$ cat src/llci_pkg.sv
// Package: shared constants, status codes and unit request/response types.
package llci_pkg;

    localparam int NODES     = 16;
    localparam int IDX_W     = $clog2(NODES);
    localparam int CNT_W     = $clog2(NODES + 1);
    localparam int CFG_W     = 5;

    localparam int FRAC_BITS = 40;
    localparam int LOG_W     = FRAC_BITS + 5;
    localparam int PROD_W    = LOG_W + 32;
    localparam int TAYLOR_N  = 30;

    localparam int MUL_W     = 64;
    localparam int DVD_W     = 128;
    localparam int DEN_W     = 32;
    localparam int DCNT_W    = 7;

    localparam logic [63:0] LN2_Q64 = 64'hB17217F7D1CF79AB;

    localparam logic [2:0] ST_STORED   = 3'd0;
    localparam logic [2:0] ST_REJECTED = 3'd1;
    localparam logic [2:0] ST_IN_RANGE = 3'd2;
    localparam logic [2:0] ST_BEFORE   = 3'd3;
    localparam logic [2:0] ST_BEYOND   = 3'd4;
    localparam logic [2:0] ST_EMPTY    = 3'd5;

    localparam logic ACT_LOAD  = 1'b0;
    localparam logic ACT_QUERY = 1'b1;

    typedef struct packed {
        logic             start;
        logic [MUL_W-1:0] a;
        logic [MUL_W-1:0] b;
    } t_mul_req;

    typedef struct packed {
        logic               done;
        logic [2*MUL_W-1:0] prod;
    } t_mul_rsp;

    typedef struct packed {
        logic              start;
        logic [DVD_W-1:0]  dividend;
        logic [DEN_W-1:0]  divisor;
        logic [DCNT_W-1:0] count;
    } t_div_req;

    typedef struct packed {
        logic             done;
        logic [MUL_W-1:0] quot;
    } t_div_rsp;

endpackage

$ cat src/llci_div.sv
// Shared restoring divider, one quotient bit per cycle, left-aligned dividend.
module llci_div import llci_pkg::*; (
    input  logic     i_clk,
    input  logic     i_rst_n,
    input  t_div_req i_req,
    output t_div_rsp o_rsp
);

    logic              r_busy;
    logic              r_done;
    logic [DCNT_W-1:0] r_cnt;
    logic [DVD_W-1:0]  r_dvd;
    logic [DEN_W-1:0]  r_den;
    logic [DEN_W-1:0]  r_rem;
    logic [MUL_W-1:0]  r_q;

    logic [DEN_W:0]    rem_sh;
    logic [DEN_W:0]    diff;
    logic              ge;

    always_comb begin
        rem_sh = {r_rem, r_dvd[DVD_W-1]};
        diff   = rem_sh - {1'b0, r_den};
        ge     = rem_sh >= {1'b0, r_den};
    end

    always_ff @(posedge i_clk) begin
        if (!i_rst_n) begin
            r_busy <= 1'b0;
            r_done <= 1'b0;
            r_cnt  <= '0;
        end else begin
            r_done <= 1'b0;
            if (i_req.start) begin
                r_busy <= 1'b1;
                r_cnt  <= i_req.count;
            end else if (r_busy) begin
                r_cnt <= r_cnt - DCNT_W'(1);
                if (r_cnt == DCNT_W'(1)) begin
                    r_busy <= 1'b0;
                    r_done <= 1'b1;
                end
            end
        end
    end

    always_ff @(posedge i_clk) begin
        if (i_req.start) begin
            r_dvd <= i_req.dividend;
            r_den <= i_req.divisor;
            r_rem <= '0;
            r_q   <= '0;
        end else if (r_busy) begin
            r_dvd <= {r_dvd[DVD_W-2:0], 1'b0};
            r_rem <= ge ? diff[DEN_W-1:0] : rem_sh[DEN_W-1:0];
            r_q   <= {r_q[MUL_W-2:0], ge};
        end
    end

    assign o_rsp.done = r_done;
    assign o_rsp.quot = r_q;

    a_div_start_idle: assert property (@(posedge i_clk) disable iff (!i_rst_n)
        i_req.start |-> !r_busy && i_req.count != '0 && i_req.divisor != '0)
        else $error("bad divider start");
    a_div_rem_bound: assert property (@(posedge i_clk) disable iff (!i_rst_n)
        r_busy && !$past(i_req.start) |-> r_rem < r_den)
        else $error("remainder not below divisor");
    a_div_done_pulse: assert property (@(posedge i_clk) disable iff (!i_rst_n)
        r_done |=> !r_done)
        else $error("divider done held");

endmodule
$ cat config.mk
export PLATFORM = sky130hd
export DESIGN_NAME = llci_div
export DESIGN_NICKNAME = d
export VERILOG_FILES = /design/src/llci_pkg.sv /design/src/llci_div.sv
export SDC_FILE = /design/constraint.sdc
export NUM_CORES = 1
export LEC_CHECK = 0
export BUFFER_PORTS_ARGS = -buffer_cell sky130_fd_sc_hd__buf_2
export CAP_MARGIN = 25
export CORE_UTILIZATION = 45
export DETAILED_ROUTE_END_ITERATION = 6
export PLACE_DENSITY = 0.67
export SYNTH_ARGS = -nofsm -noshare
export SYNTH_HDL_FRONTEND = slang
export SYNTH_SLANG_ARGS = --single-unit
$ cat constraint.sdc
create_clock -name i_clk -period 8.82 [get_ports i_clk]
set_input_delay 0.441 -clock i_clk [delete_from_list [all_inputs] [get_ports i_clk]]
set_output_delay 0.441 -clock i_clk [all_outputs]
set_load 0.03 [all_outputs]
== Word level (Yosys, flattened, before mapping) ==
Cells that the tools add are included.
Word-level totals
  register bits after elaboration: 265
  input port bits: 170
  output and inout port bits: 65
  word-level logic and storage cells: 24
Cells by class
  $add $sub $neg: 2
  order comparisons: 1
  equality and inequality tests: 1
  muxes and demuxes: 9
  bitwise gates (word level): 2
  reduce and logical (&&, ||, !) cells: 2
Operator list (number)
  two-way mux 128 bit: 2
  greater-or-equal comparator 33 x 32 -> 1 bit: 1
  two-way mux 32 bit: 1
  subtractor 32 bit: 1
  two-way mux 7 bit: 2
  equality test 7 x 1 -> 1 bit, second input constant: 1
  subtractor 7 x 1 -> 7 bit, second input constant: 1
  two-way mux 1 bit: 4
  OR reduction 3 bit: 1
  NOT 1 bit: 2
  nonzero test 2 bit: 1

== Depth between registers and ports, before layout ==
Gate-level depths: netlist of run 1.
  depth in word-level cells: 4
  depth in mapped cells: 13

== Worst setup path after synthesis of run 1 ==
OpenSTA, ideal clock, no wires.
  path kind: input-to-reg
  start: in i_req[167] in the netlist's numbering
  end: reg r_dvd[0], enable pin
  library setup time: 0.480 ns
  arrival time: 3.407 ns
  data required time: 8.340 ns
  path slack: 4.933 ns
  stages on the path: 4
  buffers on the path: 2
  cell sequence: clkbuf_1 -> nor2_1 -> clkbuf_1 -> inv_1
On the way
  longest elaborated chain between the ends: 1
RTL lines
  from (decl): RTL line llci_div.sv:5  | input t_div_req i_req,
  nonzero test 2 bit (no line)
  to (signal assigned): RTL line llci_div.sv:49  | r_dvd <= i_req.dividend;
  to (signal assigned): RTL line llci_div.sv:54  | r_dvd <= {r_dvd[DVD_W-2:0], 1'b0};
  to (decl): RTL line llci_div.sv:12  | logic [DVD_W-1:0] r_dvd;
Every way passes these cells.
A chain may end at the register's enable or synchronous reset.

== Final worst setup path of run 1 ==
  start: reg r_den[4]
  end: reg r_rem[13]
On the way
  longest elaborated chain between the ends: 2
RTL lines
  from (decl): RTL line llci_div.sv:13  | logic [DEN_W-1:0] r_den;
  from (signal assigned): RTL line llci_div.sv:50  | r_den <= i_req.divisor;
  subtractor 32 bit / greater-or-equal comparator 33 x 32 -> 1 bit (equally long branches): RTL line llci_div.sv:23, llci_div.sv:24
  two-way mux 32 bit (*): RTL line llci_div.sv:55  | r_rem <= ge ? diff[DEN_W-1:0] : rem_sh[DEN_W-1:0];
  to (signal assigned): RTL line llci_div.sv:55
  to (decl): RTL line llci_div.sv:14  | logic [DEN_W-1:0] r_rem;
Every way passes the cells marked *; elsewhere a longest branch is shown, timed or not.

==> results of run 1 <==
-- power breakdown --
part           internal [W]  switching [W]  total, W
registers           0.00142      0.0000430   0.00146
clock network      0.000749       0.000496   0.00124
logic              0.000186       0.000194  0.000380
total               0.00236       0.000733   0.00309
-- sequential cells by signal, summed over array words and instances, names as in the netlist --
register	flops
r_dvd	128
r_busy	1
r_den	32
r_cnt	7
r_rem	32
r_q	64
r_done	1
-- worst register-to-register path: stages (launching register included) --
cell       delay (ns)
edfxtp_1         0.32
inv_1            0.04
ha_1             0.35
a21o_1           0.19
a31o_1           0.19
o21ai_1          0.17
a31oi_1          0.20
a2bb2oi_2        0.25
a41o_1           0.33
a31oi_4          0.18
buf_4            0.53
mux2i_1          0.28
a211oi_1         0.09
-- worst min path at each step --
stage,slack (ns),end,cells after the start,startpoint
6_report,0.06,r_den[8],1,i_req[15]
5_1_grt,0.03,r_den[8],1,i_req[15]
4_1_cts,0.03,r_den[8],1,i_req[15]
3_5_place_dp,0.45,r_rem[31],2,r_rem[31]
3_3_place_gp,0.46,r_rem[31],2,r_rem[31]
2_1_floorplan,0.44,r_rem[31],2,r_rem[31]
-- Yosys cell counts, types with 3 or more instances --
master	number	share of area
a211oi_1	22	0.014
a21o_1	12	0.0075
a21oi_1	38	0.016
a31oi_1	8	0.0041
a32oi_1	3	0.0022
and2_1	4	0.0021
and3_1	4	0.0021
buf_1	8	0.0025
clkbuf_1	39	0.012
dfxtp_1	105	0.17
edfxtp_1	160	0.40
ha_1	34	0.035
inv_1	43	0.013
mux2_2	127	0.12
mux2i_1	84	0.070
nand2_1	25	0.0078
nand2b_1	6	0.0031
nand3_1	11	0.0046
nand4_1	6	0.0031
nor2_1	113	0.035
nor3_1	3	0.0012
o21a_1	3	0.0019
o21ai_0	10	0.0041
o21ai_1	4	0.0017
o21bai_1	6	0.0037
o311ai_1	4	0.0029
o31ai_1	6	0.0037
xnor2_1	23	0.017
xor2_1	12	0.0087
-- metal layers --
| layer | up-vias | GRT usage | routed length [um] |
|---|---|---|---|
| met1 | 3778 | 0.235 | 11300 |
| met4 | 10 | 0.0431 | 522 |
| met5 | - | 0 | 80 |
| met3 | 44 | 0.0677 | 2220 |
| met2 | 217 | 0.288 | 11100 |
| li1 | 3996 | - | - |
-- final cells by class --
cell class                 instances  area, sq um
tap                              335          419
clock buffer                      41          833
timing repair buffer             242         1260
antenna                            9         22.5
sequential                       265         6910
multi-input combinational        605         4790
inverter                          44          168
clock inverter                    13          160
fill                            2265        11600
-- placed cells by master (no fill, tap or decap), types with 7 or more instances in the layout --
cell / n
a31oi_1: 8
dfxtp_1: 104
edfxtp_1: 160
clkbuf_1: 8
a21o_1: 12
buf_4: 7
a211oi_1: 22
ha_1: 34
nand2_1: 25
a21oi_1: 38
clkbuf_16: 31
xnor2_1: 23
mux2i_1: 84
buf_2: 233
mux2_2: 127
o21ai_0: 10
inv_1: 42
xor2_1: 12
nand3_1: 11
nor2_1: 113
diode_2: 9
-- per-stage QoR --
step           utilization  worst slack (ns)
2_1_floorplan            -              4.93
3_3_place_gp         0.516              5.63
3_5_place_dp         0.517              5.54
4_1_cts              0.555              5.52
5_1_grt              0.555              5.31
6_report             0.556              5.52
-- kinds of logic (layout without fill, tap and decap cells) --
logic type                 Yosys count  after routing  synth area share
adders and majority gates           35             35            0.0369
buffers and inverters               97            340            0.0322
xor gates and xnor gates            35             35            0.0254
muxes                              211            211             0.188
other                                0              9                 0
AOI/OAI and AO/OA                  137            137            0.0779
DFF                                265            265             0.571
and+or+nand+nor                    187            187            0.0683
==> flow_metrics.env, run 1 <==
export IMPL_root_buffer="clkbuf_16"
export IMPL_async_flop_share=0
export IMPL_cp_required_ns=9.19
export IMPL_rows=59
export IMPL_cts_hold_buf=0
export IMPL_fmax_mhz=303
export IMPL_wire_per_inst_um=16.2
export IMPL_grt_overflow=0
export IMPL_tns_ns=0
export IMPL_drc=24
export IMPL_clk_pin_slew_worst_paths_ns=0.06
export IMPL_setup_viol=0
export IMPL_cp_arrival_ns=3.67
export IMPL_grt_pass1_vias=7864
export IMPL_leakage_nw=6.22
export IMPL_ctsHtreeMaxLevel=1
export IMPL_hp_class="in -> reg"
export IMPL_cp_depth=12
export IMPL_powerDensity_nw_per_um2=212
export IMPL_synthToLayoutAreaGrowth_pct=20.5
export IMPL_synth_edf_count=160
export IMPL_violations="design-rule violations"
export IMPL_rr_worst_depth=12
export IMPL_drtIter0Drc=436
export IMPL_io_pins=235
export IMPL_tightest_slew_ns=0.995
export IMPL_syn_area_per_cell_sq_um=12.5
export IMPL_drtAntennaViolNets=0
export IMPL_yosysUniqueCellTypes=60
export IMPL_ys_flop_type="edfxtp_1"
export IMPL_worst_path_max_delay_cell="buf_4"
export IMPL_rsz0062_at_grt="false"
export IMPL_critPathBufInv=2
export IMPL_vias_per_cell=5.18
export IMPL_setup_worst_path_start_class="flop"
export IMPL_ys_seq_area_frac=0.571
export IMPL_fp_dieArea_sq_um=27500
export IMPL_finalCriticalPeriod_ns=3.30
export IMPL_cp_end_kind="flop"
export IMPL_grt_first_pass_wirelength_um=40800
export IMPL_cts_tree="built"
export IMPL_path_max_fanout=44
export IMPL_fin_total_pwr_w=0.00309
export IMPL_finClkSkew_ns=0.0181
export IMPL_final_nets=1392
export IMPL_yosys_warnings=0
export IMPL_crit_start="r_den[4]"
export IMPL_max_cap_violations=0
export IMPL_clock_sinks=265
export IMPL_final_area_sq_um=14600
export IMPL_route_vias_total=8045
export IMPL_rrSetupSlack_ns=5.52
export IMPL_drv_slew=0
export IMPL_ir_drop_v=0.000162
export IMPL_crit_chain="inv_1, ha_1, a21o_1, a31o_1, o21ai_1, a31oi_1, a2bb2oi_2, a41o_1, a31oi_4, buf_4, mux2i_1, a211oi_1"
export IMPL_grt_usage=0.181
export IMPL_coreArea_sq_um=26200
export IMPL_drt_pass1_iterations=7
export IMPL_ctsResizeCount=0
export IMPL_endpoint="r_rem[13]"
export IMPL_status="complete, but fails checks"
export IMPL_initial_core_util=0.461
export IMPL_r2r_end="r_rem[13]"
export IMPL_grt_max_degree=79
export IMPL_post_cts_buffers=0
export IMPL_syn_inst=967
export IMPL_dpl_cell_area_sq_um=13500
export IMPL_dieHeight_um=166
export IMPL_stdcell_count=1554
export IMPL_cts_buffers_inserted=29
export IMPL_timing_final_crit_share=0.374
export IMPL_die_width_um=166
export IMPL_dp_cells=1491
export IMPL_layout_drive_gt1_share=0.347
export IMPL_insertion_delay_ns=0.56
export IMPL_post_dp_hpwl_um=17100
export IMPL_slowest_delay_ns=0.53
export IMPL_antenna_found_initial=13
export IMPL_rr_startpoint="r_den[4]"
export IMPL_totalWireLength_um=25200
export IMPL_portBuffers=234
export IMPL_slew_headroom=0.337
export IMPL_hold_viol_final=0
export IMPL_gp_congestion=0.822
export IMPL_ys_ff_latch=265
export IMPL_syn_nets=1172
export IMPL_cp_top_family="compound AO/OA/AOI/OAI gates"
export IMPL_path_class="reg -> reg"
export IMPL_hold_ws_ns=0.0613
export IMPL_synth_area_sq_um=12100
export IMPL_clockBufferDepth=3
Note: power is estimated with default switching activity, not from simulation.
==> inputs of run 2 (changes only) <==
clock period = 3.18 ns   (was 8.82 ns; I/O delays follow)
==> flow_metrics.env, run 2 (synthesis results as in run 1) <==
export IMPL_fp_dieArea_sq_um=27500
export IMPL_multi_input_area_sq_um=4810
export IMPL_worstHoldStart="i_req[24]"
export IMPL_path_class="reg -> reg"
export IMPL_cp_required_ns=3.59
export IMPL_fin_total_pwr_w=0.00856
export IMPL_synthToLayoutAreaGrowth_pct=35.5
export IMPL_initial_core_util=0.461
export IMPL_dieHeight_um=166
export IMPL_ir_drop_v=0.000402
export IMPL_gp_congestion=0.794
export IMPL_powerDensity_nw_per_um2=522
export IMPL_setup_viol=0
export IMPL_drt_pass1_iterations=7
export IMPL_grt_first_pass_wirelength_um=47100
export IMPL_cp_arrival_ns=3.36
export IMPL_route_vias_total=8864
export IMPL_cp_end_kind="flop"
export IMPL_grt_overflow=0
export IMPL_status="complete, but fails checks"
export IMPL_grt_max_degree=124
export IMPL_grt_pass1_vias=9365
export IMPL_drc=16
export IMPL_antenna_found_initial=1
export IMPL_final_common_cell="buf_2"
export IMPL_post_dp_hpwl_um=17600
export IMPL_vias_per_cell=5.13
export IMPL_final_cell_mix="buf_2 (233), dlygate4sd3_1 (176), edfxtp_1 (160)"
export IMPL_pre_cts_ws_ns=0.189
export IMPL_die_width_um=166
export IMPL_drtAntennaViolNets=0
export IMPL_ctsHtreeMaxLevel=1
export IMPL_root_buffer="clkbuf_16"
export IMPL_violations="design-rule violations"
export IMPL_leakage_nw=7.01
export IMPL_portBuffers=234
export IMPL_max_cap_violations=0
export IMPL_setup_worst_path_start_class="flop"
export IMPL_regArea_sq_um=6910
export IMPL_rows=59
export IMPL_cts_tree="built"
export IMPL_clock_sinks=265
export IMPL_finalWorstSetupSlack_ns=0.226
export IMPL_layout_drive_gt1_share=0.306
export IMPL_final_nets=1577
export IMPL_drv_slew=0
export IMPL_tightest_slew_ns=0.805
export IMPL_timing_final_crit_share=0.929
export IMPL_clk_pin_slew_worst_paths_ns=0.06
export IMPL_hp_class="in -> reg"
export IMPL_tns_ns=0
export IMPL_clockBufferDepth=3
export IMPL_top_register="r_dvd"
export IMPL_finClkSkew_ns=0.0137
export IMPL_rr_startpoint="r_den[4]"
export IMPL_reg_largest_list="r_dvd (128), r_q (64)"
export IMPL_hold_viol_final=0
export IMPL_grt_usage=0.210
export IMPL_slew_headroom=0.462
export IMPL_cts_buffers_inserted=29
export IMPL_rsz0062_at_grt="true"
export IMPL_path_max_fanout=13
export IMPL_wire_per_inst_um=16.7
export IMPL_finalCriticalPeriod_ns=2.95
export IMPL_drtIter0Drc=490
export IMPL_largest_register_ffs=128
export IMPL_nFillCells=2017
export IMPL_fmax_mhz=339
export IMPL_coreArea_sq_um=26200
export IMPL_insertion_delay_ns=0.53
export IMPL_crit_start="r_den[4]"
export IMPL_io_pins=235
export IMPL_totalWireLength_um=28900
==> run 2: cell count changes in the layout (fill, tap and decap cells not counted), sizes merged, moves of 2 or more <==
cell,change
diode,-8
inv,-2
dlygate4sd3,+176
clkbuf,-3
clkinv,+4
buf,+8
==> run 2: worst paths after layout <==
| check | slack, ns | cells past startpoint | to |
|---|---|---|---|
| min | 0.33 | 2 | r_den[17] |
| max reg2reg | 0.23 | 13 | r_rem[12] |
| max | 0.23 | 13 | r_rem[12] |
| min reg2reg | 0.48 | 2 | r_rem[2] |
==> run 2: worst max-delay path, cell delays in order, from the launching register on <==
cell and delay [ns]:
edfxtp_1 0.32, inv_1 0.04, ha_1 0.35, a21o_1 0.20
a31o_1 0.19, o21ai_1 0.20, a31oi_2 0.17, a2bb2oi_4 0.22
a41o_1 0.32, a31oi_4 0.27, buf_4 0.17, clkbuf_16 0.16
and3b_1 0.15, nor4_1 0.05
==> run 2: routing by layer <==
layer	part of all wire	track usage	vias up
met2	0.48	0.366	230
met4	0.024	0.0561	0
li1	-	-	4345
met5	0	0	-
met1	0.44	0.264	4240
met3	0.054	0.0441	49
==> run 2: area by class of cell <==
type | count | share of cell area
clock buffer | 37 | 0.0474
inverter | 44 | 0.0103
tap | 335 | 0.0256
timing repair buffer | 427 | 0.194
sequential | 265 | 0.422
clock inverter | 13 | 0.00680
antenna | 1 | 0.000153
multi-input combinational | 605 | 0.294
==> run 2: repair_timing <==
action,CTS,global route
endpoints found under the setup margin,0,4
setup buffers,0,1
hold endpoints to repair,195,0
hold buffers,176,0
gates resized for setup,0,3
==> run 2: where the power goes <==
| group | total (W) | switching, W | internal, W |
|---|---|---|---|
| sequential | 0.00405 | 0.000106 | 0.00394 |
| combinational | 0.00133 | 0.000625 | 0.000701 |
| clock | 0.00318 | 0.00132 | 0.00186 |
| total | 0.00856 | 0.00205 | 0.00651 |
==> run 2: stage by stage <==
stage | std cells | hold WS [ns] | cell area (sq um) | utilization
floorplan | 967 | 0.258 | 12100 | -
global placement | 1497 | 0.336 | 13600 | 0.521
detailed placement | 1497 | 0.337 | 13600 | 0.521
CTS | 1723 | 0.300 | 16300 | 0.622
global route | 1727 | 0.317 | 16400 | 0.625
finish | 1727 | 0.334 | 16400 | 0.625
==> inputs of run 3 (changes only) <==
==> constraint.sdc (replaced) <==
create_clock -name i_clk -period 3.18 [get_ports i_clk]
set_input_delay 0 -clock i_clk [delete_from_list [all_inputs] [get_ports i_clk]]
set_output_delay 0 -clock i_clk [all_outputs]
set_load 0.03 [all_outputs]
==> flow_metrics.env, run 3 (synthesis results as in run 1) <==
export IMPL_largest_register_ffs=128
export IMPL_cp_end_kind="flop"
export IMPL_wire_per_inst_um=16.6
export IMPL_slowest_delay_ns=0.36
export IMPL_clockBufferDepth=3
export IMPL_cp_common_cell="a21o_1"
export IMPL_final_common_cell="buf_2"
export IMPL_root_buffer="clkbuf_16"
export IMPL_insertion_delay_ns=0.55
export IMPL_top_register="r_dvd"
export IMPL_drc=16
export IMPL_die_width_um=166
export IMPL_drv_slew=0
export IMPL_antenna_found_initial=6
export IMPL_drtAntennaViolNets=0
export IMPL_max_cap_violations=0
export IMPL_cp_arrival_ns=3.42
export IMPL_vias_per_cell=5.08
export IMPL_final_core_util=0.627
export IMPL_grt_max_degree=116
export IMPL_coreArea_sq_um=26200
export IMPL_finClkSkew_ns=0.0138
export IMPL_clock_sinks=265
export IMPL_violations="design-rule violations"
export IMPL_layout_drive_gt1_share=0.305
export IMPL_gp_congestion=0.824
export IMPL_portBuffers=234
export IMPL_grt_usage=0.202
export IMPL_fmax_mhz=331
export IMPL_dp_cells=1495
export IMPL_ir_drop_v=0.000444
export IMPL_route_vias_total=8839
export IMPL_fp_dieArea_sq_um=27500
export IMPL_rows=59
export IMPL_finalCriticalPeriod_ns=3.02
export IMPL_crit_chain="inv_1, ha_1, a21o_1, a21oi_1, o21bai_1, a221o_1, a21o_1, a211o_1, a31oi_4, buf_12, clkbuf_16, mux2i_1, a211oi_1"
export IMPL_synthToLayoutAreaGrowth_pct=35.9
export IMPL_powerDensity_nw_per_um2=521
export IMPL_path_max_fanout=11
export IMPL_grt_pass1_vias=9005
export IMPL_rrSetupSlack_ns=0.16
export IMPL_reg_largest_list="r_dvd (128), r_q (64)"
export IMPL_stdcell_count=1739
export IMPL_leakage_nw=7.01
export IMPL_tightest_slew_ns=0.883
export IMPL_post_dp_hpwl_um=17100
export IMPL_fin_total_pwr_w=0.00856
export IMPL_clk_pin_slew_worst_paths_ns=0.06
export IMPL_timing_final_crit_share=0.950
export IMPL_setup_worst_path_start_class="flop"
export IMPL_final_nets=1581
export IMPL_cts_tree="built"
export IMPL_drt_pass1_iterations=7
export IMPL_grt_first_pass_wirelength_um=45600
export IMPL_final_cell_mix="buf_2 (233), dlygate4sd3_1 (180), edfxtp_1 (160)"
export IMPL_hp_class="in -> reg"
export IMPL_io_pins=235
export IMPL_cts_buffers_inserted=29
export IMPL_totalWireLength_um=28900
export IMPL_grt_overflow=0
export IMPL_ctsHtreeMaxLevel=1
export IMPL_status="complete, but fails checks"
export IMPL_tns_ns=0
export IMPL_nFillCells=2018
export IMPL_hold_viol_final=0
export IMPL_cp_required_ns=3.58
export IMPL_dieHeight_um=166
export IMPL_initial_core_util=0.461
export IMPL_path_class="reg -> reg"
export IMPL_slew_headroom=0.410
export IMPL_drtIter0Drc=489
export IMPL_worst_path_max_delay_cell="a221o_1"
export IMPL_setup_viol=0
export IMPL_critPathBufInv=3
export IMPL_cp_top_family="compound AO/OA/AOI/OAI gates"
-- run 3: cell count changes in the layout (fill, tap and decap cells not counted), sizes merged --
cell	change
buf	-2
bufinv	-1
clkbuf	+5
clkinv	-2
clkinvlp	+2
diode	+5
dlygate4sd3	+4
inv	+1
-- run 3: worst reg2reg max path: cells and delay by family, from the launching register on --
family	cells	cell delay (ns)
compound gates	8	1.61
fa+ha+maj	1	0.34
mux	1	0.20
buf+inv	3	0.38
flops	1	0.33
-- run 3: worst paths after layout --
check	from	to	cells after the start
worst min register to register	r_rem[17]	r_rem[17]	2
worst min-delay path	i_req[16]	r_den[9]	2
worst max register to register	r_den[26]	r_rem[10]	13
worst max-delay path	r_den[26]	r_rem[10]	13
-- run 3: routing by layer --
metal / up-vias / share of wire / GRT usage
li1: 4359 / - / -
met1: 4199 / 0.44 / 0.257
met2: 241 / 0.48 / 0.349
met3: 40 / 0.058 / 0.0434
met4: 0 / 0.022 / 0.0500
met5: - / 0 / 0
-- run 3: final cells by class --
class / count / area [sq um] / area share
sequential: 265 / 6910 / 0.421
multi-input combinational: 605 / 4810 / 0.293
timing repair buffer: 431 / 3230 / 0.196
clock buffer: 40 / 777 / 0.0473
tap: 335 / 419 / 0.0255
inverter: 44 / 169 / 0.0103
clock inverter: 13 / 97.6 / 0.00594
antenna: 6 / 15.0 / 0.000914
-- run 3: power by group --
group          internal [W]  total, W  switching (W)
combinational      0.000714   0.00135       0.000635
sequential          0.00394   0.00405       0.000107
clock               0.00178   0.00316        0.00137
total               0.00644   0.00856        0.00211
-- run 3: metrics by stage --
step	setup slack, ns	area [sq um]	hold slack (ns)
6_report	0.160	16400	0.166
5_1_grt	-0.0119	16400	0.154
4_1_cts	0.157	16300	0.132
3_5_place_dp	0.196	13600	0.178
3_3_place_gp	0.286	13600	0.176
2_1_floorplan	0.00360	12100	0.0989
-- run 3: what timing repair did --
item / in CTS / in global routing
setup endpoints to repair: 0 / 8
endpoints found under the hold margin: 220 / 0
resized for setup: 0 / 3
hold buffers: 180 / 0
buffers inserted: 0 / 2
